File: src/tcwsq_cmd_fifo.sv
// short command queue between the classifying front and the storage back
// depends on nothing
module tcwsq_cmd_fifo #(
    parameter int WIDTH = 8,
    parameter int DEPTH = 2
) (
    input  logic             clk,
    input  logic             rst_n,
    input  logic             in_valid,
    output logic             in_ready,
    input  logic [WIDTH-1:0] in_data,
    output logic             out_valid,
    input  logic             out_ready,
    output logic [WIDTH-1:0] out_data
);
    localparam int PTR_W = $clog2(DEPTH);
    localparam int CNT_W = $clog2(DEPTH + 1);

    logic [WIDTH-1:0] mem_reg [DEPTH];
    logic [PTR_W-1:0] wr_ptr_reg, wr_ptr_next;
    logic [PTR_W-1:0] rd_ptr_reg, rd_ptr_next;
    logic [CNT_W-1:0] count_reg, count_next;
    logic             push, pop;

    assign in_ready  = (count_reg != CNT_W'(DEPTH));
    assign out_valid = (count_reg != '0);
    assign out_data  = mem_reg[rd_ptr_reg];
    assign push      = in_valid && in_ready;
    assign pop       = out_valid && out_ready;

    always_comb
    begin
        wr_ptr_next = wr_ptr_reg;
        rd_ptr_next = rd_ptr_reg;
        count_next  = count_reg;
        if (push)
        begin
            wr_ptr_next = (wr_ptr_reg == PTR_W'(DEPTH - 1)) ? '0 : wr_ptr_reg + 1'b1;
        end
        if (pop)
        begin
            rd_ptr_next = (rd_ptr_reg == PTR_W'(DEPTH - 1)) ? '0 : rd_ptr_reg + 1'b1;
        end
        if (push && !pop)
        begin
            count_next = count_reg + 1'b1;
        end
        else if (pop && !push)
        begin
            count_next = count_reg - 1'b1;
        end
    end

    always_ff @(posedge clk or negedge rst_n)
    begin
        if (!rst_n)
        begin
            wr_ptr_reg <= '0;
            rd_ptr_reg <= '0;
            count_reg  <= '0;
        end
        else
        begin
            wr_ptr_reg <= wr_ptr_next;
            rd_ptr_reg <= rd_ptr_next;
            count_reg  <= count_next;
        end
    end

    always_ff @(posedge clk)
    begin
        if (push)
        begin
            mem_reg[wr_ptr_reg] <= in_data;
        end
    end
endmodule

File: config.mk
export PLATFORM = sky130hd
export DESIGN_NAME = tcwsq_cmd_fifo
export DESIGN_NICKNAME = d
export VERILOG_FILES = /design/src/tcwsq_cmd_fifo.sv
export SDC_FILE = /design/constraint.sdc
export NUM_CORES = 1
export LEC_CHECK = 0
export ABC_AREA = 0
export BUFFER_PORTS_ARGS = -buffer_cell sky130_fd_sc_hd__clkbuf_2
export CAP_MARGIN = 20
export CORE_ASPECT_RATIO = 1.25
export CORE_MARGIN = 2
export CORE_UTILIZATION = 33
export CTS_BUF_LIST = sky130_fd_sc_hd__clkbuf_2 sky130_fd_sc_hd__clkbuf_4 sky130_fd_sc_hd__clkbuf_8
export DETAILED_ROUTE_END_ITERATION = 10
export PLACE_DENSITY = 0.53
export SLEW_MARGIN = 20
export SYNTH_ARGS = -nofsm -noshare
export SYNTH_HDL_FRONTEND = slang
export SYNTH_SLANG_ARGS = --single-unit
File: constraint.sdc
create_clock -name clk -period 1.57 [get_ports clk]
set_input_delay 0.314 -clock clk [delete_from_list [all_inputs] [get_ports clk]]
set_output_delay 0.314 -clock clk [all_outputs]
set_load 0.1 [all_outputs]
==> flow_metrics.tcl, run 1 <==
set metrics [dict create \
    cts.sink_count 20 \
    antenna_found_initial 0 \
    synth_warnings 0 \
    worst_slew_pin_slew_ps 391.5 \
    hp-class "in2reg" \
    path_cells "buf_6, mux2_4, buf_12" \
    cts_tree "yes" \
    grt_pass1_vias 486 \
    mostFrequentLayoutCells "16 x edfxtp_1, 11 x clkbuf_2, 9 x buf_12" \
    grt_max_degree 13 \
    status "complete, but fails checks" \
    critPathLaunchType "flip-flop" \
    dp_hpwl_microns 911.7 \
    syn_nets 56 \
    dieArea_sq_mm 0.002794 \
    cts_made_buffers 3 \
    drt_wl_total_microns 1293 \
    mappedNetlistArea_sq_um 787.0 \
    via_count 446 \
    gr-usage-all-layers 0.1139 \
    setup.worst_path.class "reg2out" \
    ant_nets 0 \
    grt_first_pass_wirelength_microns 2228 \
    yosys.area_share.adder 0.01590 \
    nets 87 \
    cp.required_ps 1260 \
    core-area_sq_mm 0.002235 \
    ys_top_cells_by_area "edfxtp_1 61%, dfrtp_1 13%, mux2_2 11%" \
    synthToLayoutAreaGrowth_pct 53.58 \
    drt_first_iter_violations 2 \
    r2r_cells 7 \
    fmax_ghz 0.6062 \
    die_w_microns 47.68 \
    hold_violations 0 \
    muxShareOfSynthArea 0.1145 \
    yosys.area.top_type "edfxtp_1" \
    post_drt_wl_per_cell_microns 12.43 \
    synth-seq-cells 20 \
    clock_skew_ps 3.215 \
    synth_simple_gate_area_share 0.06518 \
    clkSlewWorstSetupHoldPaths_ps 110 \
    maxCapViolations 0 \
    hold_path_depth 1 \
    cts-root-buf "clkbuf_4" \
    vias_per_cell 4.288 \
    start_util 0.3522 \
    end_kind "output port" \
    period_needed_ps 1650 \
    slowest_delay_ps 430 \
    grt_setup_unrepaired "true" \
    finalSetupTns_ps -596.1 \
    synth_top_area_frac 0.6105 \
    crit_arrival_ps 1340 \
    finalCritPeriodShare 1.051 \
    syn_area_per_cell_sq_um 18.30 \
    worst-path-max-fanout 5 \
    slowest_stage "dfrtp_2" \
    drc 0 \
    gp_congestion 0.6091 \
    synth_top_family_by_area "multiplexers" \
    drtPass1Iterations 3 \
    die_h_microns 58.60 \
    synth_cells 43 \
    synth-xor-area-share 0.05564 \
    ios 22 \
    whs_ps 198.9 \
    layout_commonest_cell "edfxtp_1" \
    synth_compound_gate_area_share 0 \
    largest_reg_flops 16 \
    synth-seq-area-share 0.7377 \
    failed_checks "setup timing" \
    setup_viol 8 \
    clk_latency_ps 290 \
    htreeDepth 1 \
    diodes 0 \
    final_core_util 0.5409 \
    slew_violations 0 \
    grt.overflow.total 0 \
    clock_tree.buffer_depth 2 \
    rows 19 \
    io_buffers 21 \
    drive_above_1_share 0.6027 \
    synth.distinct_cells 14 \
    slew_headroom 0.7390 \
    setup_ws_ps -79.70 \
]
==> metal layers <==
| metal | track usage | part of all wire |
|---|---|---|
| met5 | 0 | 0 |
| met3 | 0.02454 | 0.040 |
| met2 | 0.1771 | 0.53 |
| met4 | 0.05792 | 0 |
| met1 | 0.1455 | 0.43 |
==> timing repair <==
action	CTS	global route
endpoints found under the setup margin	9	10
hold buffers	1	0
resized for setup	9	6
pin swaps	0	1
setup buffers	3	1
hold endpoints to repair	4	0
==> final timing paths <==
path,start,endpoint,slack (ps)
max,rd_ptr_reg,out_data[0],-80
min,in_data[2],mem_reg[1][2],200
max reg2reg,count_reg[0],count_reg[1],140
min reg2reg,wr_ptr_reg,wr_ptr_reg,520
max in group asynchronous,rst_n,rd_ptr_reg,1090
min in group asynchronous,rst_n,wr_ptr_reg,340
==> cells in the mapped netlist (all sizes together) <==
| cell type | count |
|---|---|
| nand2b | 1 |
| inv | 1 |
| mux2 | 8 |
| and3 | 1 |
| nand2 | 2 |
| dfrtp | 4 |
| xor2 | 2 |
| or2 | 1 |
| xnor2 | 3 |
| nor2 | 2 |
| ha | 1 |
| edfxtp | 16 |
| buf | 1 |
==> per-stage QoR <==
step,setup WS [ps],area [sq um],cells
2_1_floorplan,-15.97,789.5,43
6_report,-79.70,1209,104
5_1_grt,-124.0,1209,104
4_1_cts,-98.91,1181,103
3_5_place_dp,97.22,1071,95
3_3_place_gp,99.73,1071,95
==> critical path, delay by kind of cell, from the launching register on <==
kind                   cells  cell delay, ps
multiplexers               1             310
buffers and inverters      2             300
flip-flops                 1             430
==> kinds of logic after synthesis <==
kind of cell               after synthesis
buffers and inverters                    2
xor gates and xnor gates                 5
DFF                                     20
adders and majority gates                1
muxes                                    8
and+or+nand+nor                          7
==> cell type report <==
class | count | area [sq um]
fillers | 200 | 1026
flip-flops and latches | 20 | 581.8
repair buffers | 27 | 309.0
multi-input cells | 21 | 222.7
well taps | 31 | 38.79
clock inverters | 1 | 30.03
clock buffers | 3 | 22.52
inverters | 1 | 3.754
Power of run 1 is not shown: default switching activity piles up to over one toggle a cycle in this logic, so the estimate is an artifact.
==> run 2, diff against run 1 <==
ABC_AREA = 1   (was 0)
PLACE_DENSITY = 0.52   (was 0.53)
==> flow_metrics.tcl, run 2 <==
set metrics [dict create \
    hold_path_depth 1 \
    diodes 0 \
    fmax_ghz 0.6626 \
    synth-seq-area-share 0.7020 \
    drc 0 \
    seqCellArea_sq_um 581.8 \
    cp.required_ps 1260 \
    synth_top_area_frac 0.5809 \
    htreeDepth 1 \
    nets 113 \
    clock_tree.buffer_depth 2 \
    synth_edf_count 16 \
    slowest_delay_ps 450 \
    slew_violations 0 \
    r2r_cells 9 \
    r2r_setup_slack_ps 150 \
    synth_cells 70 \
    finalCritPeriodShare 0.9613 \
    cts_made_buffers 3 \
    via_count 555 \
    die_h_microns 59.97 \
    worstReg2RegEnd "count_reg[1]" \
    gp_congestion 0.6398 \
    cts-root-buf "clkbuf_4" \
    clock_skew_ps 6.923 \
    ios 22 \
    critPathLaunchType "flip-flop" \
    r2r_start "count_reg[0]" \
    hold_violations 0 \
    crit_arrival_ps 1200 \
    core-area_sq_mm 0.002402 \
    synth-seq-cells 20 \
    yosys_most_used_dff "edfxtp_1" \
    setup.worst_path.class "reg2out" \
    gr-usage-all-layers 0.1047 \
    synth_warnings 0 \
    rows 20 \
    synth.distinct_cells 14 \
    cts_tree "yes" \
    place_area_sq_mm 0.001160 \
    hp-class "in2reg" \
    grt_pass1_vias 505 \
    worst_slew_pin_slew_ps 186.6 \
    mostFrequentLayoutCells "22 x nand2_1, 16 x edfxtp_1, 11 x clkbuf_2" \
    post_drt_wl_per_cell_microns 10.12 \
    ys_top_cells_by_area "edfxtp_1 58%, nand2_1 14%, dfrtp_1 12%" \
    hold_start "in_data[3]" \
    dp_hpwl_microns 1065 \
    start_util 0.3443 \
    fillCellCount 228 \
    grt_first_pass_wirelength_microns 2228 \
    drt_first_iter_violations 7 \
    clk_latency_ps 290 \
    synth.most_common_cell "nand2_1" \
    vias_per_cell 4.205 \
    antenna_found_initial 0 \
    clkSlewWorstSetupHoldPaths_ps 110 \
    syn_area_per_cell_sq_um 11.81 \
    setup_viol 0 \
    die_w_microns 48.78 \
    drtPass1Iterations 4 \
    maxCapViolations 0 \
    ant_nets 0 \
    slowest_stage "dfrtp_2" \
    cts.sink_count 20 \
    synth_commonest_cells "30 x nand2_1, 16 x edfxtp_1, 4 x dfrtp_1, 4 x inv_1, 3 x inv_2" \
    drt_wl_total_microns 1336 \
    io_buffers 21 \
    grt_max_degree 12 \
    syn_nets 83 \
    layout_commonest_cell "nand2_1" \
    worst-path-max-fanout 5 \
    slew_headroom 0.8756 \
    yosys.area.top_type "edfxtp_1" \
    final_area_sq_mm 0.001211 \
    end_kind "output port" \
    drive_above_1_share 0.4646 \
    synthToLayoutAreaGrowth_pct 46.44 \
    multi_input_area_sq_um 234.0 \
    grt_setup_unrepaired "false" \
    period_needed_ps 1509 \
    finalSetupTns_ps 0 \
    status "complete, no violations" \
    grt.overflow.total 0 \
    mappedNetlistArea_sq_um 827.0 \
    dieArea_sq_mm 0.002925 \
    synthArstFlopShare 0.2000 \
    hold_path_end "mem_reg[1][3]" \
    largest_reg_flops 16 \
    path_cells "buf_4, nand2_1, nand2_2, buf_12" \
]
[run 2: cell count changes after synthesis, moves of 2 or more]
| cell | delta |
|---|---|
| nand3_1 | +2 |
| inv_1 | +3 |
| nand2_1 | +29 |
| xnor2_1 | -2 |
| mux2_2 | -8 |
| inv_2 | +3 |
| nand2_2 | +2 |
| xor2_1 | -2 |
[run 2: per-layer routing]
layer / up-vias / part of all wire / routed length, microns / global-route usage
li1: 283 / - / - / -
met5: - / 0 / 0 / 0
met4: 0 / 0.015 / 20 / 0.06122
met1: 254 / 0.38 / 501 / 0.1026
met3: 2 / 0.069 / 92 / 0.03500
met2: 16 / 0.54 / 722 / 0.1937
[run 2: cells by family after synthesis]
logic type,count (synthesis),synth area share
buffers and inverters,8,0.04538
AND/OR/NAND/NOR,39,0.2073
adder cells (fa/ha/maj),1,0.01513
XOR/XNOR,2,0.03026
flip-flops,20,0.7020
[run 2: area by class of cell]
type / instances / share of cell area
tap: 33 / 0.03409
inverter: 7 / 0.02376
sequential: 20 / 0.4804
multi-input combinational: 42 / 0.1932
timing repair buffer: 26 / 0.2438
clock buffer: 4 / 0.02479
[run 2: worst max path at each step]
stage               depth (start not counted)  slack [ps]            end    startpoint
floorplan                                   4           7  mem_reg[0][0]  count_reg[0]
global placement                            9         220   count_reg[1]  count_reg[0]
detailed placement                          9         160   count_reg[1]  count_reg[0]
CTS                                         4          10    out_data[1]    rd_ptr_reg
global route                                4           2    out_data[1]    rd_ptr_reg
finish                                      4          60    out_data[1]    rd_ptr_reg
[run 2: through the flow]
stage                     hold slack [ps]  cells  utilization  worst slack, ps
final                               203.2    132       0.5042            60.71
after floorplan                     18.41     70            -            7.192
after global routing                189.1    132       0.5042            2.395
after global placement              129.5    126       0.4828            224.7
after CTS                           200.8    131       0.5010            12.11
after detailed placement            128.0    126       0.4828            160.4
[run 2: critical path, delay by kind of cell, from the launching register on]
| kind | cells | cell delay, ps |
|---|---|---|
| DFF | 1 | 450 |
| buffers and inverters | 2 | 320 |
| and+or+nand+nor | 2 | 130 |
[run 2: what timing repair did]
item | in CTS | in global routing
pin swaps | 0 | 0
hold buffers | 1 | 0
endpoints found under the hold margin | 4 | 0
setup endpoints to repair | 8 | 8
gates resized for setup | 2 | 0
setup buffers | 0 | 1
Power of run 2 is left out for the same reason.
