$ cat config.mk
export PLATFORM = sky130hd
export DESIGN_NAME = tcwsq_front_flat
export DESIGN_NICKNAME = d
export VERILOG_FILES = /design/src/tcwsq_pkg.sv /design/src/tcwsq_req_if.sv /design/src/tcwsq_cfg_if.sv /design/src/tcwsq_front.sv /design/src/flat_wrapper.sv
export SDC_FILE = /design/constraint.sdc
export NUM_CORES = 1
export LEC_CHECK = 0
export BUFFER_PORTS_ARGS = -buffer_cell sky130_fd_sc_hd__buf_2
export CAP_MARGIN = 20
export CORE_UTILIZATION = 40
export DETAILED_ROUTE_END_ITERATION = 16
export HOLD_SLACK_MARGIN = 0.08
export PLACE_DENSITY_LB_ADDON = 0.12
export SLEW_MARGIN = 30
export SYNTH_ARGS = -nofsm -noshare
export SYNTH_HDL_FRONTEND = slang
export SYNTH_SLANG_ARGS = --single-unit
$ cat constraint.sdc
create_clock -name clk -period 4.9 [get_ports clk]
set_clock_uncertainty 0.1 [all_clocks]
set_input_delay 0.735 -clock clk [delete_from_list [all_inputs] [get_ports clk]]
set_output_delay 0.735 -clock clk [all_outputs]
set_load 0.005 [all_outputs]
$ cat src/tcwsq_pkg.sv
// shared types and constants of the two-class weighted service queue
// used by the channel interfaces, top level, front, back and testbench; depends on nothing
package tcwsq_pkg;

    localparam int NUM_SERVERS_DEF = 4;
    localparam int QUEUE_DEPTH_DEF = 32;
    localparam int TAG_BITS_DEF    = 16;

    localparam int SERVER_W    = 2;
    localparam int TAG_W       = 16;
    localparam int COUNT_W     = 6;
    localparam int BURST_W     = 4;
    localparam int CAP_W       = 6;
    localparam int CFG_IDX_W   = 2;
    localparam int CFG_DATA_W  = 6;
    localparam int STATUS_W    = 2;

    localparam int CMD_FIFO_DEPTH = 2;

    localparam logic [BURST_W-1:0] BURST_RESET = 4'd2;
    localparam logic [CAP_W-1:0]   CAP_RESET   = 6'd15;

    localparam logic MODE_ADD       = 1'b0;
    localparam logic MODE_SERVE     = 1'b1;
    localparam logic CLASS_NORMAL   = 1'b0;
    localparam logic CLASS_PRIORITY = 1'b1;

    localparam logic [CFG_IDX_W-1:0] CFG_BURST    = 2'd0;
    localparam logic [CFG_IDX_W-1:0] CFG_CAPACITY = 2'd1;

    typedef enum logic [STATUS_W-1:0] {
        ST_ADDED  = 2'd0,
        ST_FULL   = 2'd1,
        ST_SERVED = 2'd2,
        ST_EMPTY  = 2'd3
    } status_t;

    typedef enum logic [1:0] {
        OP_NONE  = 2'd0,
        OP_WRITE = 2'd1,
        OP_READ  = 2'd2
    } ram_op_t;

    typedef struct packed {
        status_t              status;
        logic                 served_class;
        logic [COUNT_W-1:0]   normal_waiting;
        logic [COUNT_W-1:0]   priority_waiting;
    } cmd_meta_t;

endpackage

$ cat src/tcwsq_req_if.sv
// request channel: one add or serve item per beat
// depends on tcwsq_pkg
interface tcwsq_req_if;
    import tcwsq_pkg::*;

    logic                valid;
    logic                ready;
    logic                mode;
    logic [SERVER_W-1:0] server;
    logic [TAG_W-1:0]    entry_tag;
    logic                priority_class;

    modport source (output valid, mode, server, entry_tag, priority_class, input ready);
    modport sink   (input valid, mode, server, entry_tag, priority_class, output ready);
endinterface

$ cat src/tcwsq_cfg_if.sv
// configuration write channel: register index and data per beat
// depends on tcwsq_pkg
interface tcwsq_cfg_if;
    import tcwsq_pkg::*;

    logic                  valid;
    logic                  ready;
    logic [CFG_IDX_W-1:0]  index;
    logic [CFG_DATA_W-1:0] data;

    modport source (output valid, index, data, input ready);
    modport sink   (input valid, index, data, output ready);
endinterface

$ cat src/tcwsq_front.sv
// front: accepts items, keeps pointers, counts, streak and config, and issues commands
// depends on tcwsq_pkg, tcwsq_req_if, tcwsq_cfg_if
module tcwsq_front #(
    parameter int NUM_SERVERS = tcwsq_pkg::NUM_SERVERS_DEF,
    parameter int QUEUE_DEPTH = tcwsq_pkg::QUEUE_DEPTH_DEF,
    parameter int TAG_BITS    = tcwsq_pkg::TAG_BITS_DEF,
    localparam int STORE_W = (TAG_BITS < tcwsq_pkg::TAG_W) ? TAG_BITS : tcwsq_pkg::TAG_W,
    localparam int ADDR_W  = $clog2(2 * NUM_SERVERS * QUEUE_DEPTH)
) (
    input  logic                clk,
    input  logic                rst_n,
    tcwsq_req_if.sink           req,
    tcwsq_cfg_if.sink           cfg,
    output logic                cmd_valid,
    input  logic                cmd_ready,
    output tcwsq_pkg::ram_op_t  cmd_op,
    output logic [ADDR_W-1:0]   cmd_addr,
    output logic [STORE_W-1:0]  cmd_wdata,
    output tcwsq_pkg::cmd_meta_t cmd_meta
);
    import tcwsq_pkg::*;

    localparam int SRV_IDX_W = (NUM_SERVERS > 1) ? $clog2(NUM_SERVERS) : 1;
    localparam int PTR_W     = $clog2(QUEUE_DEPTH);

    logic [COUNT_W-1:0] cnt_n_reg  [NUM_SERVERS];
    logic [COUNT_W-1:0] cnt_p_reg  [NUM_SERVERS];
    logic [PTR_W-1:0]   head_n_reg [NUM_SERVERS];
    logic [PTR_W-1:0]   head_p_reg [NUM_SERVERS];
    logic [PTR_W-1:0]   tail_n_reg [NUM_SERVERS];
    logic [PTR_W-1:0]   tail_p_reg [NUM_SERVERS];
    logic [BURST_W-1:0] streak_reg, streak_next;
    logic [BURST_W-1:0] burst_reg;
    logic [CAP_W-1:0]   cap_reg;

    logic [SRV_IDX_W-1:0] sidx;
    logic                 in_range;
    logic                 acc;
    logic [COUNT_W-1:0]   cn, cp, cn_next, cp_next;
    logic [PTR_W-1:0]     hn, hp, tn, tp;
    logic [PTR_W-1:0]     hn_next, hp_next, tn_next, tp_next;
    logic [COUNT_W:0]     total;
    logic                 full;
    logic                 want_pri, take_pri;

    function automatic logic [PTR_W-1:0] ptr_inc(input logic [PTR_W-1:0] p);
        return (p == PTR_W'(QUEUE_DEPTH - 1)) ? '0 : p + 1'b1;
    endfunction

    function automatic logic [ADDR_W-1:0] addr_of(input logic [SRV_IDX_W-1:0] s,
                                                  input logic c,
                                                  input logic [PTR_W-1:0] p);
        return ADDR_W'({s, c}) * ADDR_W'(QUEUE_DEPTH) + ADDR_W'(p);
    endfunction

    assign sidx      = SRV_IDX_W'(req.server);
    assign in_range  = int'(req.server) < NUM_SERVERS;
    assign req.ready = cmd_ready;
    assign cmd_valid = req.valid;
    assign acc       = req.valid && cmd_ready;
    assign cfg.ready = 1'b1;

    assign cn    = cnt_n_reg[sidx];
    assign cp    = cnt_p_reg[sidx];
    assign hn    = head_n_reg[sidx];
    assign hp    = head_p_reg[sidx];
    assign tn    = tail_n_reg[sidx];
    assign tp    = tail_p_reg[sidx];
    assign total = {1'b0, cn} + {1'b0, cp};
    // effective capacity is the smaller of the setting and the queue depth
    assign full  = (int'(total) >= int'(cap_reg)) || (int'(total) >= QUEUE_DEPTH);

    assign want_pri = streak_reg < burst_reg;
    assign take_pri = want_pri ? (cp != '0) : (cn == '0);

    always_comb
    begin
        cn_next     = cn;
        cp_next     = cp;
        hn_next     = hn;
        hp_next     = hp;
        tn_next     = tn;
        tp_next     = tp;
        streak_next = streak_reg;
        cmd_op      = OP_NONE;
        cmd_addr    = '0;
        cmd_wdata   = req.entry_tag[STORE_W-1:0];
        cmd_meta    = '{status: ST_FULL, served_class: CLASS_NORMAL,
                        normal_waiting: '0, priority_waiting: '0};
        if (!in_range)
        begin
            cmd_meta.status = (req.mode == MODE_SERVE) ? ST_EMPTY : ST_FULL;
        end
        else if (req.mode == MODE_ADD)
        begin
            if (!full)
            begin
                cmd_meta.status = ST_ADDED;
                cmd_op          = OP_WRITE;
                if (req.priority_class == CLASS_PRIORITY)
                begin
                    cmd_addr = addr_of(sidx, CLASS_PRIORITY, tp);
                    tp_next  = ptr_inc(tp);
                    cp_next  = cp + 1'b1;
                end
                else
                begin
                    cmd_addr = addr_of(sidx, CLASS_NORMAL, tn);
                    tn_next  = ptr_inc(tn);
                    cn_next  = cn + 1'b1;
                end
            end
            cmd_meta.normal_waiting   = cn_next;
            cmd_meta.priority_waiting = cp_next;
        end
        else if (cn == '0 && cp == '0)
        begin
            cmd_meta.status = ST_EMPTY;
        end
        else
        begin
            cmd_meta.status       = ST_SERVED;
            cmd_meta.served_class = take_pri;
            cmd_op                = OP_READ;
            if (take_pri)
            begin
                cmd_addr = addr_of(sidx, CLASS_PRIORITY, hp);
                hp_next  = ptr_inc(hp);
                cp_next  = cp - 1'b1;
                // saturate at burst; a streak left above a lowered burst stays put
                if (streak_reg < burst_reg)
                begin
                    streak_next = streak_reg + 1'b1;
                end
            end
            else
            begin
                cmd_addr    = addr_of(sidx, CLASS_NORMAL, hn);
                hn_next     = ptr_inc(hn);
                cn_next     = cn - 1'b1;
                streak_next = '0;
            end
            cmd_meta.normal_waiting   = cn_next;
            cmd_meta.priority_waiting = cp_next;
        end
    end

    always_ff @(posedge clk or negedge rst_n)
    begin
        if (!rst_n)
        begin
            for (int i = 0; i < NUM_SERVERS; i++)
            begin
                cnt_n_reg[i]  <= '0;
                cnt_p_reg[i]  <= '0;
                head_n_reg[i] <= '0;
                head_p_reg[i] <= '0;
                tail_n_reg[i] <= '0;
                tail_p_reg[i] <= '0;
            end
            streak_reg <= '0;
            burst_reg  <= BURST_RESET;
            cap_reg    <= CAP_RESET;
        end
        else
        begin
            if (acc && in_range)
            begin
                cnt_n_reg[sidx]  <= cn_next;
                cnt_p_reg[sidx]  <= cp_next;
                head_n_reg[sidx] <= hn_next;
                head_p_reg[sidx] <= hp_next;
                tail_n_reg[sidx] <= tn_next;
                tail_p_reg[sidx] <= tp_next;
                streak_reg       <= streak_next;
            end
            if (cfg.valid && cfg.ready)
            begin
                unique case (cfg.index)
                    CFG_BURST:    burst_reg <= cfg.data[BURST_W-1:0];
                    CFG_CAPACITY: cap_reg   <= cfg.data[CAP_W-1:0];
                    default:      ;
                endcase
            end
        end
    end

`ifndef SYNTHESIS
    a_total_bound: assert property (@(posedge clk) disable iff (!rst_n)
        in_range |-> int'(total) <= QUEUE_DEPTH)
        else $error("server holds more entries than the queue depth");

    a_range_no_op: assert property (@(posedge clk) disable iff (!rst_n)
        acc && !in_range |-> cmd_op == OP_NONE)
        else $error("out of range server touched the tag store");

    a_read_nonempty: assert property (@(posedge clk) disable iff (!rst_n)
        acc && cmd_op == OP_READ |=> $past(cn) != '0 || $past(cp) != '0)
        else $error("serve read issued on an empty server");
`endif
endmodule

$ cat src/flat_wrapper.sv
// flat-port wrapper written by rule: the top's interface ports become plain ports
module tcwsq_front_flat import tcwsq_pkg::*;
#(
    parameter int NUM_SERVERS = tcwsq_pkg::NUM_SERVERS_DEF,
    parameter int QUEUE_DEPTH = tcwsq_pkg::QUEUE_DEPTH_DEF,
    parameter int TAG_BITS    = tcwsq_pkg::TAG_BITS_DEF,
    localparam int STORE_W = (TAG_BITS < tcwsq_pkg::TAG_W) ? TAG_BITS : tcwsq_pkg::TAG_W,
    localparam int ADDR_W  = $clog2(2 * NUM_SERVERS * QUEUE_DEPTH)
)
  (clk, rst_n, cmd_valid, cmd_ready, cmd_op, cmd_addr, cmd_wdata, cmd_meta, req_valid, req_mode, req_server, req_entry_tag, req_priority_class, req_ready, cfg_valid, cfg_index, cfg_data, cfg_ready);
  tcwsq_req_if req_i ();
  tcwsq_cfg_if cfg_i ();
  input  logic clk;
  input  logic rst_n;
  output logic cmd_valid;
  input  logic cmd_ready;
  output tcwsq_pkg::ram_op_t cmd_op;
  output logic [ADDR_W-1:0] cmd_addr;
  output logic [STORE_W-1:0] cmd_wdata;
  output tcwsq_pkg::cmd_meta_t cmd_meta;
  input wire logic [$bits(req_i.valid)-1:0] req_valid;
  input wire logic [$bits(req_i.mode)-1:0] req_mode;
  input wire logic [$bits(req_i.server)-1:0] req_server;
  input wire logic [$bits(req_i.entry_tag)-1:0] req_entry_tag;
  input wire logic [$bits(req_i.priority_class)-1:0] req_priority_class;
  output wire logic [$bits(req_i.ready)-1:0] req_ready;
  input wire logic [$bits(cfg_i.valid)-1:0] cfg_valid;
  input wire logic [$bits(cfg_i.index)-1:0] cfg_index;
  input wire logic [$bits(cfg_i.data)-1:0] cfg_data;
  output wire logic [$bits(cfg_i.ready)-1:0] cfg_ready;
  assign req_i.valid = req_valid;
  assign req_i.mode = req_mode;
  assign req_i.server = req_server;
  assign req_i.entry_tag = req_entry_tag;
  assign req_i.priority_class = req_priority_class;
  assign req_ready = req_i.ready;
  assign cfg_i.valid = cfg_valid;
  assign cfg_i.index = cfg_index;
  assign cfg_i.data = cfg_data;
  assign cfg_ready = cfg_i.ready;
  tcwsq_front #(.NUM_SERVERS(NUM_SERVERS), .QUEUE_DEPTH(QUEUE_DEPTH), .TAG_BITS(TAG_BITS)) u_core (.clk(clk), .rst_n(rst_n), .req(req_i), .cfg(cfg_i), .cmd_valid(cmd_valid), .cmd_ready(cmd_ready), .cmd_op(cmd_op), .cmd_addr(cmd_addr), .cmd_wdata(cmd_wdata), .cmd_meta(cmd_meta));
endmodule
==> report_table.html, run 1 <==
<table>
<tr><th>Metric</th><th>Value</th></tr>
<tr><th colspan="2">Die</th></tr>
<tr><td>Initial Util</td><td>40.6%</td></tr>
<tr><td>Core region area</td><td>0.0202 mm2</td></tr>
<tr><td>Floorplan die area</td><td>0.0211 mm2</td></tr>
<tr><td>Number of top-level pins</td><td>77</td></tr>
<tr><td>Die extent in x</td><td>145 um</td></tr>
<tr><td>Die Y</td><td>145 um</td></tr>
<tr><td>Placement Rows</td><td>52</td></tr>
<tr><th colspan="2">Routing</th></tr>
<tr><td>Number of DRC violations after detailed-routing iteration 0</td><td>414</td></tr>
<tr><td>Routed wire length on met3</td><td>930 um</td></tr>
<tr><td>Top routing layer in use</td><td>met4</td></tr>
<tr><td>Detailed-route vias per instance</td><td>5.52</td></tr>
<tr><td>Antenna Nets Post-Route</td><td>0</td></tr>
<tr><td>Vias post-DR</td><td>6,794</td></tr>
<tr><td>Number of iterations in the first detailed-routing pass</td><td>5</td></tr>
<tr><td>Routed metal-1 wire length</td><td>10,400 um</td></tr>
<tr><td>Routed wl met2</td><td>11,000 um</td></tr>
<tr><td>Number of remaining DRC errors</td><td>0</td></tr>
<tr><td>Wire per inst</td><td>18.6 um</td></tr>
<tr><td>Routed WL</td><td>22,900 um</td></tr>
<tr><th colspan="2">Synthesis</th></tr>
<tr><td>Mapped cell area</td><td>0.00820 mm2</td></tr>
<tr><td>Fraction of post-synthesis cell area in the top cell type by area</td><td>41.8%</td></tr>
<tr><td>Count of mapped cells out of synthesis</td><td>854</td></tr>
<tr><td>Number of warnings reported in the yosys synthesis log</td><td>0</td></tr>
<tr><td>Avg Inst Size Synth</td><td>9.60 um2</td></tr>
<tr><td>Prevailing post-synth register cell</td><td>sky130_fd_sc_hd__dfrtp_1</td></tr>
<tr><td>Post-synth ARST share</td><td>100%</td></tr>
<tr><td>Top area cells in the synthesized netlist</td><td>sky130_fd_sc_hd__dfrtp_1 (42%), sky130_fd_sc_hd__o21ai_0 (8.2%), sky130_fd_sc_hd__mux4_2 (8.0%), sky130_fd_sc_hd__nand2_1 (7.6%), sky130_fd_sc_hd__ha_1 (4.3%)</td></tr>
<tr><td>Synth Register Bits</td><td>142</td></tr>
<tr><td>Number of distinct standard cells referenced by the synthesized netlist</td><td>65</td></tr>
<tr><td>Part of the Yosys area used for sequential elements</td><td>43.4%</td></tr>
<tr><td>Number of enable flip-flop cells after synthesis</td><td>0</td></tr>
<tr><td>Post-Synthesis Net Count</td><td>916</td></tr>
<tr><td>Top cell type by total area after synthesis</td><td>sky130_fd_sc_hd__dfrtp_1</td></tr>
<tr><th colspan="2">Setup path</th></tr>
<tr><td>Data required time of the critical path</td><td>4070 ps</td></tr>
<tr><td>CP cell instances</td><td>buf_12, buf_12, mux4_2, ha_4, inv_2, fa_2, nor2b_2, o31ai_2, a21boi_2, ha_1, and2_4, o21ai_4, o211ai_1, buf_4, buf_6, a211oi_2, buf_4, mux2i_2, a21oi_1, buf_2</td></tr>
<tr><td>Data arrival at the endpoint of the critical path</td><td>4180 ps</td></tr>
<tr><td>Kind of end point of the critical path</td><td>primary output</td></tr>
<tr><td>Cell family with most CP delay</td><td>compound AO/OA/AOI/OAI gates</td></tr>
<tr><td>CP startpoint kind</td><td>input port</td></tr>
<tr><td>Largest fanout on the critical path</td><td>7</td></tr>
<tr><td>Number of buffers and inverters on the critical path</td><td>7</td></tr>
<tr><td>Delay of the slowest cell on the worst path</td><td>550 ps</td></tr>
<tr><td>Launching point of the worst reg2reg path</td><td>u_core.cnt_p_reg[0]</td></tr>
<tr><td>Launching element of the worst setup path</td><td>req_server[0]</td></tr>
<tr><td>Type of the worst setup path</td><td>input port to primary output</td></tr>
<tr><td>Critical-path top delay cell</td><td>sky130_fd_sc_hd__mux4_2</td></tr>
<tr><th colspan="2">STA</th></tr>
<tr><td>Setup_tns</td><td>-889 ps</td></tr>
<tr><td>Transition time of the tightest slew-check pin</td><td>924 ps</td></tr>
<tr><td>Tightest hold margin</td><td>275 ps</td></tr>
<tr><td>Worst setup margin</td><td>-119 ps</td></tr>
<tr><td>Achievable clock frequency</td><td>0.199 GHz</td></tr>
<tr><td>Relative slew slack</td><td>38.4%</td></tr>
<tr><td>Final cycle utilization of the critical path</td><td>102%</td></tr>
<tr><td>Number of pins with negative max-slew slack in the final report</td><td>0</td></tr>
<tr><td>Final setup violation count</td><td>16</td></tr>
<tr><td>RSZ-0062 raised after global routing</td><td>true</td></tr>
<tr><td>Final hold vios</td><td>0</td></tr>
<tr><td>Min cycle time layout</td><td>5020 ps</td></tr>
<tr><th colspan="2">Pwr</th></tr>
<tr><td>Standby leakage power</td><td>0.00461 uW</td></tr>
<tr><td>Combinational share of power</td><td>54.7%</td></tr>
<tr><td>Pint</td><td>3890 uW</td></tr>
<tr><td>Share of power burned in registers</td><td>26.0%</td></tr>
<tr><td>Part of the total power dissipated in the clock network</td><td>19.3%</td></tr>
<tr><td>Switching portion of total power</td><td>40.6%</td></tr>
<tr><td>Total power per unit cell area</td><td>647 mW/mm2</td></tr>
<tr><td>Worst vdd ir</td><td>289 uV</td></tr>
<tr><td>Switching power</td><td>2660 uW</td></tr>
<tr><th colspan="2">Clock network</th></tr>
<tr><td>Number of buffers added to fix hold violations after cts</td><td>0</td></tr>
<tr><td>Num CTS Buffers</td><td>17</td></tr>
<tr><td>Root buffer cell</td><td>sky130_fd_sc_hd__clkbuf_16</td></tr>
<tr><td>Maximum clock insertion buffer count</td><td>2</td></tr>
<tr><td>TritonCTS clock tree</td><td>yes</td></tr>
<tr><td>Total number of H-tree levels</td><td>4</td></tr>
<tr><td>Clock-pin slew on the worst setup and hold paths</td><td>60 ps</td></tr>
<tr><td>Clock sink total</td><td>142</td></tr>
<tr><td>Clock insertion delay at the later pin of the skew report</td><td>430 ps</td></tr>
<tr><th colspan="2">GRT</th></tr>
<tr><td>Global route total overflow</td><td>0</td></tr>
<tr><td>Global-route wire length before repair</td><td>37,300 um</td></tr>
<tr><td>Initial antenna violation count</td><td>0</td></tr>
<tr><td>GRT Util Overall</td><td>22.8%</td></tr>
<tr><td>Largest net degree at the start of global routing</td><td>110</td></tr>
<tr><td>Vias in the first global route</td><td>6,964</td></tr>
<tr><th colspan="2">Cells and area</th></tr>
<tr><td>Area growth from synthesis to final layout</td><td>23.6%</td></tr>
<tr><td>Util after Layout</td><td>50.2%</td></tr>
<tr><td>Count of antenna diodes in the layout</td><td>0</td></tr>
<tr><td>Leading cell type in the layout, fill and taps excluded</td><td>sky130_fd_sc_hd__nand2_1</td></tr>
<tr><td>Final Net Count</td><td>1,010</td></tr>
<tr><td>Leading cell types in the layout, fill and taps excluded</td><td>sky130_fd_sc_hd__nand2_1 (165), sky130_fd_sc_hd__dfrtp_1 (137), sky130_fd_sc_hd__o21ai_0 (130)</td></tr>
<tr><td>Share of final-layout standard cells stronger than drive strength 1</td><td>28.9%</td></tr>
<tr><th colspan="2">Place</th></tr>
<tr><td>Weighted congestion reported at the end of routability-driven placement</td><td>0.901</td></tr>
<tr><td>Detailed placement HPWL</td><td>15,100 um</td></tr>
<tr><td>Buffers on Ports</td><td>43</td></tr>
<tr><th colspan="2">Min path</th></tr>
<tr><td>Worst hold path class</td><td>input port to asynchronous set/reset pin</td></tr>
<tr><th colspan="2">Run</th></tr>
<tr><td>Number of violations of the max-capacitance limit</td><td>0</td></tr>
<tr><th colspan="2">Outcome</th></tr>
<tr><td>Status</td><td>finished, violations left</td></tr>
<tr><td>Violated checks</td><td>setup timing</td></tr>
</table>
==> per-layer routing <==
metal | global-route usage, % | vias up
li1 | - | 3214
met1 | 30.2 | 3377
met2 | 37.4 | 157
met3 | 4.37 | 46
met4 | 7.89 | 0
met5 | 0 | -
==> power groups by stage <==
stage / sequential (uW) / clock, uW / combinational, uW
after floorplan: 1650 / 0 / 1870
after global placement: 1700 / 0 / 2940
after detailed placement: 1720 / 0 / 3000
after CTS: 1700 / 1290 / 3440
after global routing: 1740 / 1360 / 3910
final: 1700 / 1260 / 3590
==> final timing paths <==
| kind | to | cells past startpoint | slack, ps |
|---|---|---|---|
| worst min register to register | u_core.cnt_p_reg[2] | 2 | 370 |
| max in group asynchronous | u_core.head_n_reg[16] | 2 | 3410 |
| worst max-delay path | cmd_meta[1] | 20 | -120 |
| worst min-delay path | u_core.cap_reg[4] | 1 | 280 |
| min in group clk | u_core.cnt_p_reg[2] | 2 | 370 |
| worst max register to register | u_core.tail_n_reg[10] | 20 | 450 |
==> layout make-up <==
cell class	count	area (um2)
Clock buffer	17	425
Clock inverter	14	146
Fill cell	1885	10000
Inverter	29	109
Multi-Input combinational cell	611	4430
Sequential cell	142	3560
Tap cell	270	338
Timing Repair Buffer	147	1130
==> per-stage QoR <==
| step | area [um2] | worst slack (ps) | power [uW] | cells |
|---|---|---|---|---|
| 6_report | 10100 | -119 | 6550 | 1230 |
| 3_3_place_gp | 9020 | -326 | 4640 | 1169 |
| 2_1_floorplan | 8270 | 1.58 | 3530 | 854 |
| 5_1_grt | 10100 | -280 | 7010 | 1230 |
| 4_1_cts | 10000 | -69.0 | 6430 | 1227 |
| 3_5_place_dp | 9020 | -308 | 4720 | 1169 |
==> cell usage after synthesis, types with 8 or more instances <==
master / instances
sky130_fd_sc_hd__mux2i_1: 26
sky130_fd_sc_hd__nor2_1: 33
sky130_fd_sc_hd__a22oi_1: 9
sky130_fd_sc_hd__o221ai_1: 9
sky130_fd_sc_hd__mux4_2: 29
sky130_fd_sc_hd__nand3_1: 16
sky130_fd_sc_hd__inv_1: 29
sky130_fd_sc_hd__ha_1: 28
sky130_fd_sc_hd__mux2_2: 14
sky130_fd_sc_hd__buf_4: 20
sky130_fd_sc_hd__clkbuf_1: 41
sky130_fd_sc_hd__dfrtp_1: 137
sky130_fd_sc_hd__a31oi_1: 8
sky130_fd_sc_hd__o21ai_0: 134
sky130_fd_sc_hd__a21oi_1: 18
sky130_fd_sc_hd__nor3_1: 8
sky130_fd_sc_hd__and3_1: 8
sky130_fd_sc_hd__nand2_1: 167
==> cells by family after synthesis <==
group	after synthesis	share of synthesized area, %
other cells	1	0.0457
fa+ha+maj	29	4.52
buf+inv	101	5.74
compound gates	230	17.0
xor+xnor	13	1.39
flops	142	43.4
simple gates	268	14.5
mux	70	13.3
==> repair_timing <==
action | CTS | global route
endpoints found under the hold margin | 0 | 0
setup buffers | 27 | 4
setup endpoints to repair | 22 | 22
resized for setup | 46 | 14
pin swaps | 23 | 11
gates cloned | 1 | 0
(Power assumes the default switching activity.)
==> run 2: changes to the inputs <==
==> constraint.sdc (replaced) <==
create_clock -name clk -period 4.9 [get_ports clk]
set_clock_uncertainty 0.1 [all_clocks]
set_input_delay 0.735 -clock clk [delete_from_list [all_inputs] [get_ports clk]]
set_output_delay 0.735 -clock clk [all_outputs]
set_load 0.01 [all_outputs]
==> run 2 against run 1 <==
Against the previous run: global-route usage is 0.75 points lower; sequential cell count unchanged; critical path depth shrank 1; core utilization decreased by 0.43 points; the run still ends with setup timing left; combinational power hardly changed; sequential share of layout area is 0.30 points higher; first-iteration DRC count increased by 14%; clock power is essentially flat; worst setup slack worse by 110 ps; cell count shrank 1.1%; worst hold slack lost 80 ps; largest power group unchanged.
==> report_table.html, run 2 (synthesis results as in run 1) <==
<table>
<tr><th>Metric</th><th>Value</th></tr>
<tr><th colspan="2">Setup path</th></tr>
<tr><td>Logic depth of the worst register-to-register path</td><td>19</td></tr>
<tr><td>Delay of the slowest cell on the worst path</td><td>540 ps</td></tr>
<tr><td>R2r setup slk</td><td>370 ps</td></tr>
<tr><td>Data required time of the critical path</td><td>4070 ps</td></tr>
<tr><td>Launching point of the worst reg2reg path</td><td>u_core.cnt_p_reg[1]</td></tr>
<tr><td>Critical-path top delay cell</td><td>sky130_fd_sc_hd__mux4_2</td></tr>
<tr><td>Reg-to-reg endpoint</td><td>u_core.tail_n_reg[18]</td></tr>
<tr><td>Crit. path cell count</td><td>19</td></tr>
<tr><td>Kind of end point of the critical path</td><td>primary output</td></tr>
<tr><td>Data arrival at the endpoint of the critical path</td><td>4290 ps</td></tr>
<tr><td>Number of buffers and inverters on the critical path</td><td>6</td></tr>
<tr><td>Most used cell along the critical path</td><td>sky130_fd_sc_hd__buf_12</td></tr>
<tr><td>CP cell instances</td><td>buf_12, buf_12, buf_12, mux4_2, ha_4, nand3_2, o211ai_1, nor2_1, xnor2_1, ha_2, nand3_2, o211ai_1, buf_4, a211oi_2, buf_4, xnor2_1, nand2_1, o21ai_2, buf_2</td></tr>
<tr><td>Largest fanout on the critical path</td><td>5</td></tr>
<tr><td>CP startpoint kind</td><td>input port</td></tr>
<tr><td>Cell family with most CP delay</td><td>buffers and inverters</td></tr>
<tr><td>Type of the worst setup path</td><td>input port to primary output</td></tr>
<tr><th colspan="2">Die</th></tr>
<tr><td>Initial Util</td><td>40.6%</td></tr>
<tr><td>Floorplan die area</td><td>0.0211 mm2</td></tr>
<tr><td>Die extent in x</td><td>145 um</td></tr>
<tr><td>Core region area</td><td>0.0202 mm2</td></tr>
<tr><td>Number of top-level pins</td><td>77</td></tr>
<tr><td>Die Y</td><td>145 um</td></tr>
<tr><td>Placement Rows</td><td>52</td></tr>
<tr><th colspan="2">Place</th></tr>
<tr><td>Detailed placement HPWL</td><td>15,300 um</td></tr>
<tr><td>Weighted congestion reported at the end of routability-driven placement</td><td>0.888</td></tr>
<tr><td>Worst setup timing slack at the placement stage</td><td>-620 ps</td></tr>
<tr><td>Number of placed instances with taps included</td><td>1,165</td></tr>
<tr><td>Buffers on Ports</td><td>43</td></tr>
<tr><th colspan="2">STA</th></tr>
<tr><td>Worst setup margin</td><td>-228 ps</td></tr>
<tr><td>Transition time of the tightest slew-check pin</td><td>1060 ps</td></tr>
<tr><td>Final hold vios</td><td>0</td></tr>
<tr><td>Number of pins with negative max-slew slack in the final report</td><td>0</td></tr>
<tr><td>Tightest hold margin</td><td>195 ps</td></tr>
<tr><td>Achievable clock frequency</td><td>0.195 GHz</td></tr>
<tr><td>Final cycle utilization of the critical path</td><td>105%</td></tr>
<tr><td>Final setup violation count</td><td>22</td></tr>
<tr><td>Relative slew slack</td><td>29.2%</td></tr>
<tr><td>RSZ-0062 raised after global routing</td><td>true</td></tr>
<tr><td>Min cycle time layout</td><td>5130 ps</td></tr>
<tr><th colspan="2">Clock network</th></tr>
<tr><td>Maximum clock insertion buffer count</td><td>2</td></tr>
<tr><td>Clock insertion delay at the later pin of the skew report</td><td>430 ps</td></tr>
<tr><td>Root buffer cell</td><td>sky130_fd_sc_hd__clkbuf_16</td></tr>
<tr><td>Num CTS Buffers</td><td>17</td></tr>
<tr><td>TritonCTS clock tree</td><td>yes</td></tr>
<tr><td>Number of buffers added to fix hold violations after cts</td><td>0</td></tr>
<tr><td>Clock sink total</td><td>142</td></tr>
<tr><td>Total number of H-tree levels</td><td>4</td></tr>
<tr><td>Clock-pin slew on the worst setup and hold paths</td><td>60 ps</td></tr>
<tr><th colspan="2">Outcome</th></tr>
<tr><td>Violated checks</td><td>setup timing</td></tr>
<tr><td>Status</td><td>finished, violations left</td></tr>
<tr><th colspan="2">Pwr</th></tr>
<tr><td>Standby leakage power</td><td>0.00454 uW</td></tr>
<tr><td>Total power per unit cell area</td><td>649 mW/mm2</td></tr>
<tr><td>Overall power after layout</td><td>6530 uW</td></tr>
<tr><td>Worst vdd ir</td><td>314 uV</td></tr>
<tr><th colspan="2">Cells and area</th></tr>
<tr><td>Final Net Count</td><td>995</td></tr>
<tr><td>Area growth from synthesis to final layout</td><td>22.6%</td></tr>
<tr><td>Util after Layout</td><td>49.8%</td></tr>
<tr><td>Share of final-layout standard cells stronger than drive strength 1</td><td>28.5%</td></tr>
<tr><td>Leading cell types in the layout, fill and taps excluded</td><td>sky130_fd_sc_hd__nand2_1 (164), sky130_fd_sc_hd__dfrtp_1 (137), sky130_fd_sc_hd__o21ai_0 (124)</td></tr>
<tr><td>Count of antenna diodes in the layout</td><td>0</td></tr>
<tr><td>Leading cell type in the layout, fill and taps excluded</td><td>sky130_fd_sc_hd__nand2_1</td></tr>
<tr><td>Final cell count without fillers</td><td>1,216</td></tr>
<tr><th colspan="2">Routing</th></tr>
<tr><td>Number of remaining DRC errors</td><td>0</td></tr>
<tr><td>Antenna Nets Post-Route</td><td>0</td></tr>
<tr><td>Wire per inst</td><td>18.4 um</td></tr>
<tr><td>Routed WL</td><td>22,400 um</td></tr>
<tr><td>Detailed-route vias per instance</td><td>5.51</td></tr>
<tr><td>Number of DRC violations after detailed-routing iteration 0</td><td>473</td></tr>
<tr><td>Vias post-DR</td><td>6,705</td></tr>
<tr><td>Number of iterations in the first detailed-routing pass</td><td>5</td></tr>
<tr><th colspan="2">GRT</th></tr>
<tr><td>Global route total overflow</td><td>0</td></tr>
<tr><td>Initial antenna violation count</td><td>1</td></tr>
<tr><td>GRT Util Overall</td><td>22.1%</td></tr>
<tr><td>Vias in the first global route</td><td>6,900</td></tr>
<tr><td>Largest net degree at the start of global routing</td><td>110</td></tr>
<tr><td>Global-route wire length before repair</td><td>36,500 um</td></tr>
<tr><th colspan="2">Min path</th></tr>
<tr><td>Worst hold path class</td><td>input port to asynchronous set/reset pin</td></tr>
<tr><th colspan="2">Run</th></tr>
<tr><td>Number of violations of the max-capacitance limit</td><td>0</td></tr>
</table>
-- run 2: final cells by class --
type / count / area [um2]
flip-flops and latches: 142 / 3560
multi-input cells: 611 / 4480
inverters: 29 / 109
fillers: 1881 / 10100
clock buffers: 19 / 433
repair buffers: 132 / 996
clock inverters: 13 / 130
well taps: 270 / 338
-- run 2: per-layer routing --
layer / vias up / global-route usage [%] / share of wire, %
li1: 3199 / - / -
met1: 3304 / 28.0 / 44
met2: 170 / 38.1 / 51
met3: 32 / 4.81 / 4.6
met4: 0 / 5.68 / 1.1
met5: - / 0 / 0
-- run 2: how the worst max path moves through the flow --
stage | start | endpoint | slack (ps)
6_report | req_server[0] | cmd_meta[6] | -230
5_1_grt | req_server[0] | cmd_meta[3] | -510
4_1_cts | req_server[0] | cmd_meta[11] | -150
3_5_place_dp | req_server[0] | cmd_meta[9] | -620
3_3_place_gp | req_server[0] | cmd_meta[9] | -610
2_1_floorplan | req_server[0] | cmd_addr[6] | 2
-- run 2: power breakdown --
group          switching [uW]  internal [uW]  leakage, uW  total (uW)
Sequential                186           1520      0.00187        1700
Combinational            1940           1630      0.00240        3570
Clock                     547            711     0.000268        1260
Total                    2670           3860      0.00454        6530
-- run 2: worst reg2reg max path: cells and delay by family (launching register included) --
family,cells,cell delay [ps]
muxes,1,530
AOI/OAI and AO/OA,6,1230
adders and majority gates,2,700
DFF,1,380
buffers and inverters,6,950
and+or+nand+nor,3,400
xor gates and xnor gates,1,90
-- run 2: through the flow --
| step | cell area [um2] | setup TNS (ps) |
|---|---|---|
| after global placement | 9000 | -6300 |
| final | 10000 | -2960 |
| after global routing | 10000 | -8290 |
| after CTS | 9910 | -1700 |
| after detailed placement | 9000 | -7930 |
| after floorplan | 8290 | 0 |
-- run 2: repair_timing --
action,in CTS,in global routing
endpoints found under the setup margin,22,22
gates cloned,1,0
buffers inserted,13,5
gates resized for setup,48,22
pin swaps,23,12
==> run 3: changes to the inputs <==
--- a/config.mk
+++ b/config.mk
@@ -8,8 +8,10 @@
 export BUFFER_PORTS_ARGS = -buffer_cell sky130_fd_sc_hd__buf_2
 export CAP_MARGIN = 20
 export CORE_UTILIZATION = 40
+export CTS_BUF_LIST = sky130_fd_sc_hd__clkbuf_4 sky130_fd_sc_hd__clkbuf_8
 export DETAILED_ROUTE_END_ITERATION = 16
 export HOLD_SLACK_MARGIN = 0.08
+export MAX_ROUTING_LAYER = met4
 export PLACE_DENSITY_LB_ADDON = 0.12
 export SLEW_MARGIN = 30
 export SYNTH_ARGS = -nofsm -noshare
==> run 3 against run 2 <==
Against the previous run: the run still ends with setup timing left; first-iteration DRC count down 19%; wire length up 1.8%; critical path depth down 1; largest power group unchanged; highest routed layer unchanged; cell area down 0.25%; worst hold slack worse by 5.8 ps; largest cell class unchanged; critical path type unchanged.
==> report_table.html, run 3 (synthesis results as in run 1) <==
<table>
<tr><th>Metric</th><th>Value</th></tr>
<tr><th colspan="2">STA</th></tr>
<tr><td>Relative slew slack</td><td>31.3%</td></tr>
<tr><td>Number of pins with negative max-slew slack in the final report</td><td>0</td></tr>
<tr><td>Final hold vios</td><td>0</td></tr>
<tr><td>Setup_tns</td><td>-1800 ps</td></tr>
<tr><td>Final setup violation count</td><td>20</td></tr>
<tr><td>Transition time of the tightest slew-check pin</td><td>1020 ps</td></tr>
<tr><td>Achievable clock frequency</td><td>0.196 GHz</td></tr>
<tr><td>RSZ-0062 raised after global routing</td><td>true</td></tr>
<tr><td>Worst setup margin</td><td>-194 ps</td></tr>
<tr><td>Min cycle time layout</td><td>5090 ps</td></tr>
<tr><td>Final cycle utilization of the critical path</td><td>104%</td></tr>
<tr><th colspan="2">Pwr</th></tr>
<tr><td>Worst vdd ir</td><td>276 uV</td></tr>
<tr><td>Total power per unit cell area</td><td>657 mW/mm2</td></tr>
<tr><td>Standby leakage power</td><td>0.00455 uW</td></tr>
<tr><th colspan="2">Routing</th></tr>
<tr><td>Number of iterations in the first detailed-routing pass</td><td>5</td></tr>
<tr><td>Number of remaining DRC errors</td><td>0</td></tr>
<tr><td>Vias post-DR</td><td>6,818</td></tr>
<tr><td>Detailed-route vias per instance</td><td>5.58</td></tr>
<tr><td>Antenna Nets Post-Route</td><td>0</td></tr>
<tr><td>Routed WL</td><td>22,800 um</td></tr>
<tr><td>Wire per inst</td><td>18.6 um</td></tr>
<tr><td>Number of DRC violations after detailed-routing iteration 0</td><td>384</td></tr>
<tr><th colspan="2">Setup path</th></tr>
<tr><td>CP cell instances</td><td>buf_16, mux4_2, ha_4, inv_2, fa_2, nor2b_4, o31ai_4, a21boi_2, ha_1, and2_4, o21ai_4, o211ai_1, buf_4, a21oi_4, nand4_1, xnor2_2, o21a_1, buf_2</td></tr>
<tr><td>Delay of the slowest cell on the worst path</td><td>560 ps</td></tr>
<tr><td>CP startpoint kind</td><td>input port</td></tr>
<tr><td>Type of the worst setup path</td><td>input port to primary output</td></tr>
<tr><td>Data required time of the critical path</td><td>4070 ps</td></tr>
<tr><td>Kind of end point of the critical path</td><td>primary output</td></tr>
<tr><td>Data arrival at the endpoint of the critical path</td><td>4260 ps</td></tr>
<tr><td>Critical-path top delay cell</td><td>sky130_fd_sc_hd__mux4_2</td></tr>
<tr><td>Largest fanout on the critical path</td><td>8</td></tr>
<tr><th colspan="2">Cells and area</th></tr>
<tr><td>Area growth from synthesis to final layout</td><td>22.3%</td></tr>
<tr><td>Fill count</td><td>1,894</td></tr>
<tr><td>Share of final-layout standard cells stronger than drive strength 1</td><td>29.6%</td></tr>
<tr><td>Final cell count without fillers</td><td>1,222</td></tr>
<tr><td>Leading cell types in the layout, fill and taps excluded</td><td>sky130_fd_sc_hd__nand2_1 (162), sky130_fd_sc_hd__dfrtp_1 (137), sky130_fd_sc_hd__o21ai_0 (125)</td></tr>
<tr><td>Count of antenna diodes in the layout</td><td>0</td></tr>
<tr><td>Final Net Count</td><td>1,001</td></tr>
<tr><td>Leading cell type in the layout, fill and taps excluded</td><td>sky130_fd_sc_hd__nand2_1</td></tr>
<tr><td>Util after Layout</td><td>49.7%</td></tr>
<tr><th colspan="2">Place</th></tr>
<tr><td>Detailed placement HPWL</td><td>15,300 um</td></tr>
<tr><td>Worst setup timing slack at the placement stage</td><td>-608 ps</td></tr>
<tr><td>Buffers on Ports</td><td>43</td></tr>
<tr><td>Number of placed instances with taps included</td><td>1,164</td></tr>
<tr><td>Weighted congestion reported at the end of routability-driven placement</td><td>0.934</td></tr>
<tr><th colspan="2">GRT</th></tr>
<tr><td>GRT Util Overall</td><td>23.3%</td></tr>
<tr><td>Global-route wire length before repair</td><td>37,200 um</td></tr>
<tr><td>Largest net degree at the start of global routing</td><td>111</td></tr>
<tr><td>Vias in the first global route</td><td>7,089</td></tr>
<tr><td>Initial antenna violation count</td><td>0</td></tr>
<tr><td>Global route total overflow</td><td>0</td></tr>
<tr><th colspan="2">Run</th></tr>
<tr><td>Number of violations of the max-capacitance limit</td><td>0</td></tr>
<tr><th colspan="2">Die</th></tr>
<tr><td>Die extent in x</td><td>145 um</td></tr>
<tr><td>Placement Rows</td><td>52</td></tr>
<tr><td>Floorplan die area</td><td>0.0211 mm2</td></tr>
<tr><td>Die Y</td><td>145 um</td></tr>
<tr><td>Number of top-level pins</td><td>77</td></tr>
<tr><td>Initial Util</td><td>40.6%</td></tr>
<tr><td>Core region area</td><td>0.0202 mm2</td></tr>
<tr><th colspan="2">Clock network</th></tr>
<tr><td>Clock insertion delay at the later pin of the skew report</td><td>470 ps</td></tr>
<tr><td>Total number of H-tree levels</td><td>4</td></tr>
<tr><td>Num CTS Buffers</td><td>17</td></tr>
<tr><td>TritonCTS clock tree</td><td>yes</td></tr>
<tr><td>Root buffer cell</td><td>sky130_fd_sc_hd__clkbuf_8</td></tr>
<tr><td>Maximum clock insertion buffer count</td><td>2</td></tr>
<tr><td>Clock sink total</td><td>142</td></tr>
<tr><td>Clock-pin slew on the worst setup and hold paths</td><td>80 ps</td></tr>
<tr><th colspan="2">Min path</th></tr>
<tr><td>Worst hold path class</td><td>input port to asynchronous set/reset pin</td></tr>
<tr><th colspan="2">Outcome</th></tr>
<tr><td>Violated checks</td><td>setup timing</td></tr>
<tr><td>Status</td><td>finished, violations left</td></tr>
</table>
==> run 3: final timing paths <==
| path | startpoint | end | slack [ps] | cells after the start |
|---|---|---|---|---|
| hold reg to reg | u_core.tail_p_reg[13] | u_core.tail_p_reg[13] | 380 | 2 |
| setup reg to reg | u_core.cnt_n_reg[6] | u_core.tail_n_reg[15] | 350 | 20 |
| setup / recovery | req_server[0] | cmd_meta[4] | -190 | 18 |
| hold / removal | rst_n | u_core.cnt_p_reg[17] | 190 | 1 |
| max in group asynchronous | rst_n | u_core.tail_n_reg[18] | 3580 | 2 |
| min in group clk | u_core.tail_p_reg[13] | u_core.tail_p_reg[13] | 380 | 2 |
==> run 3: where the power goes <==
part / leakage (uW) / switching (uW) / internal [uW]
Sequential: 0.00187 / 188 / 1510
Clock: 0.000228 / 506 / 624
Combinational: 0.00244 / 2020 / 1730
Total: 0.00455 / 2710 / 3870
==> run 3: critical path: cells and delay by family <==
family	cells	cell delay, ps
XOR/XNOR	1	280
multiplexers	1	560
AO/OA/AOI/OAI	6	1070
AND/OR/NAND/NOR	3	390
adder cells (fa/ha/maj)	3	670
buffers and inverters	4	530
==> run 3: repair_timing <==
action,4_1_cts,5_1_grt
hold buffers,0,0
endpoints found under the setup margin,22,22
pin swaps,23,21
resized for setup,39,39
buffers inserted,20,10
==> run 3: layout make-up <==
type                            instances  area, um2  area share, %
Clock buffer                           18        241           2.41
Clock inverter                         14        230           2.30
Inverter                               29        109           1.09
Multi-Input combinational cell        611       4520           45.1
Sequential cell                       142       3560           35.5
Tap cell                              270        338           3.37
Timing Repair Buffer                  138       1020           10.2
==> run 3: per-layer routing <==
layer / part of all wire [%] / track usage [%]
met1: 44 / 28.4
met5: 0 / -
met4: 3.0 / 10.3
met3: 3.7 / 4.03
met2: 49 / 38.1
==> run 3: metrics by stage <==
stage | cell area (um2) | total power (uW) | hold WS, ps
finish | 10000 | 6580 | 190
detailed placement | 8990 | 4750 | 365
CTS | 9790 | 6280 | 352
global placement | 8990 | 4670 | 357
floorplan | 8290 | 3600 | 339
global route | 10000 | 7030 | 276
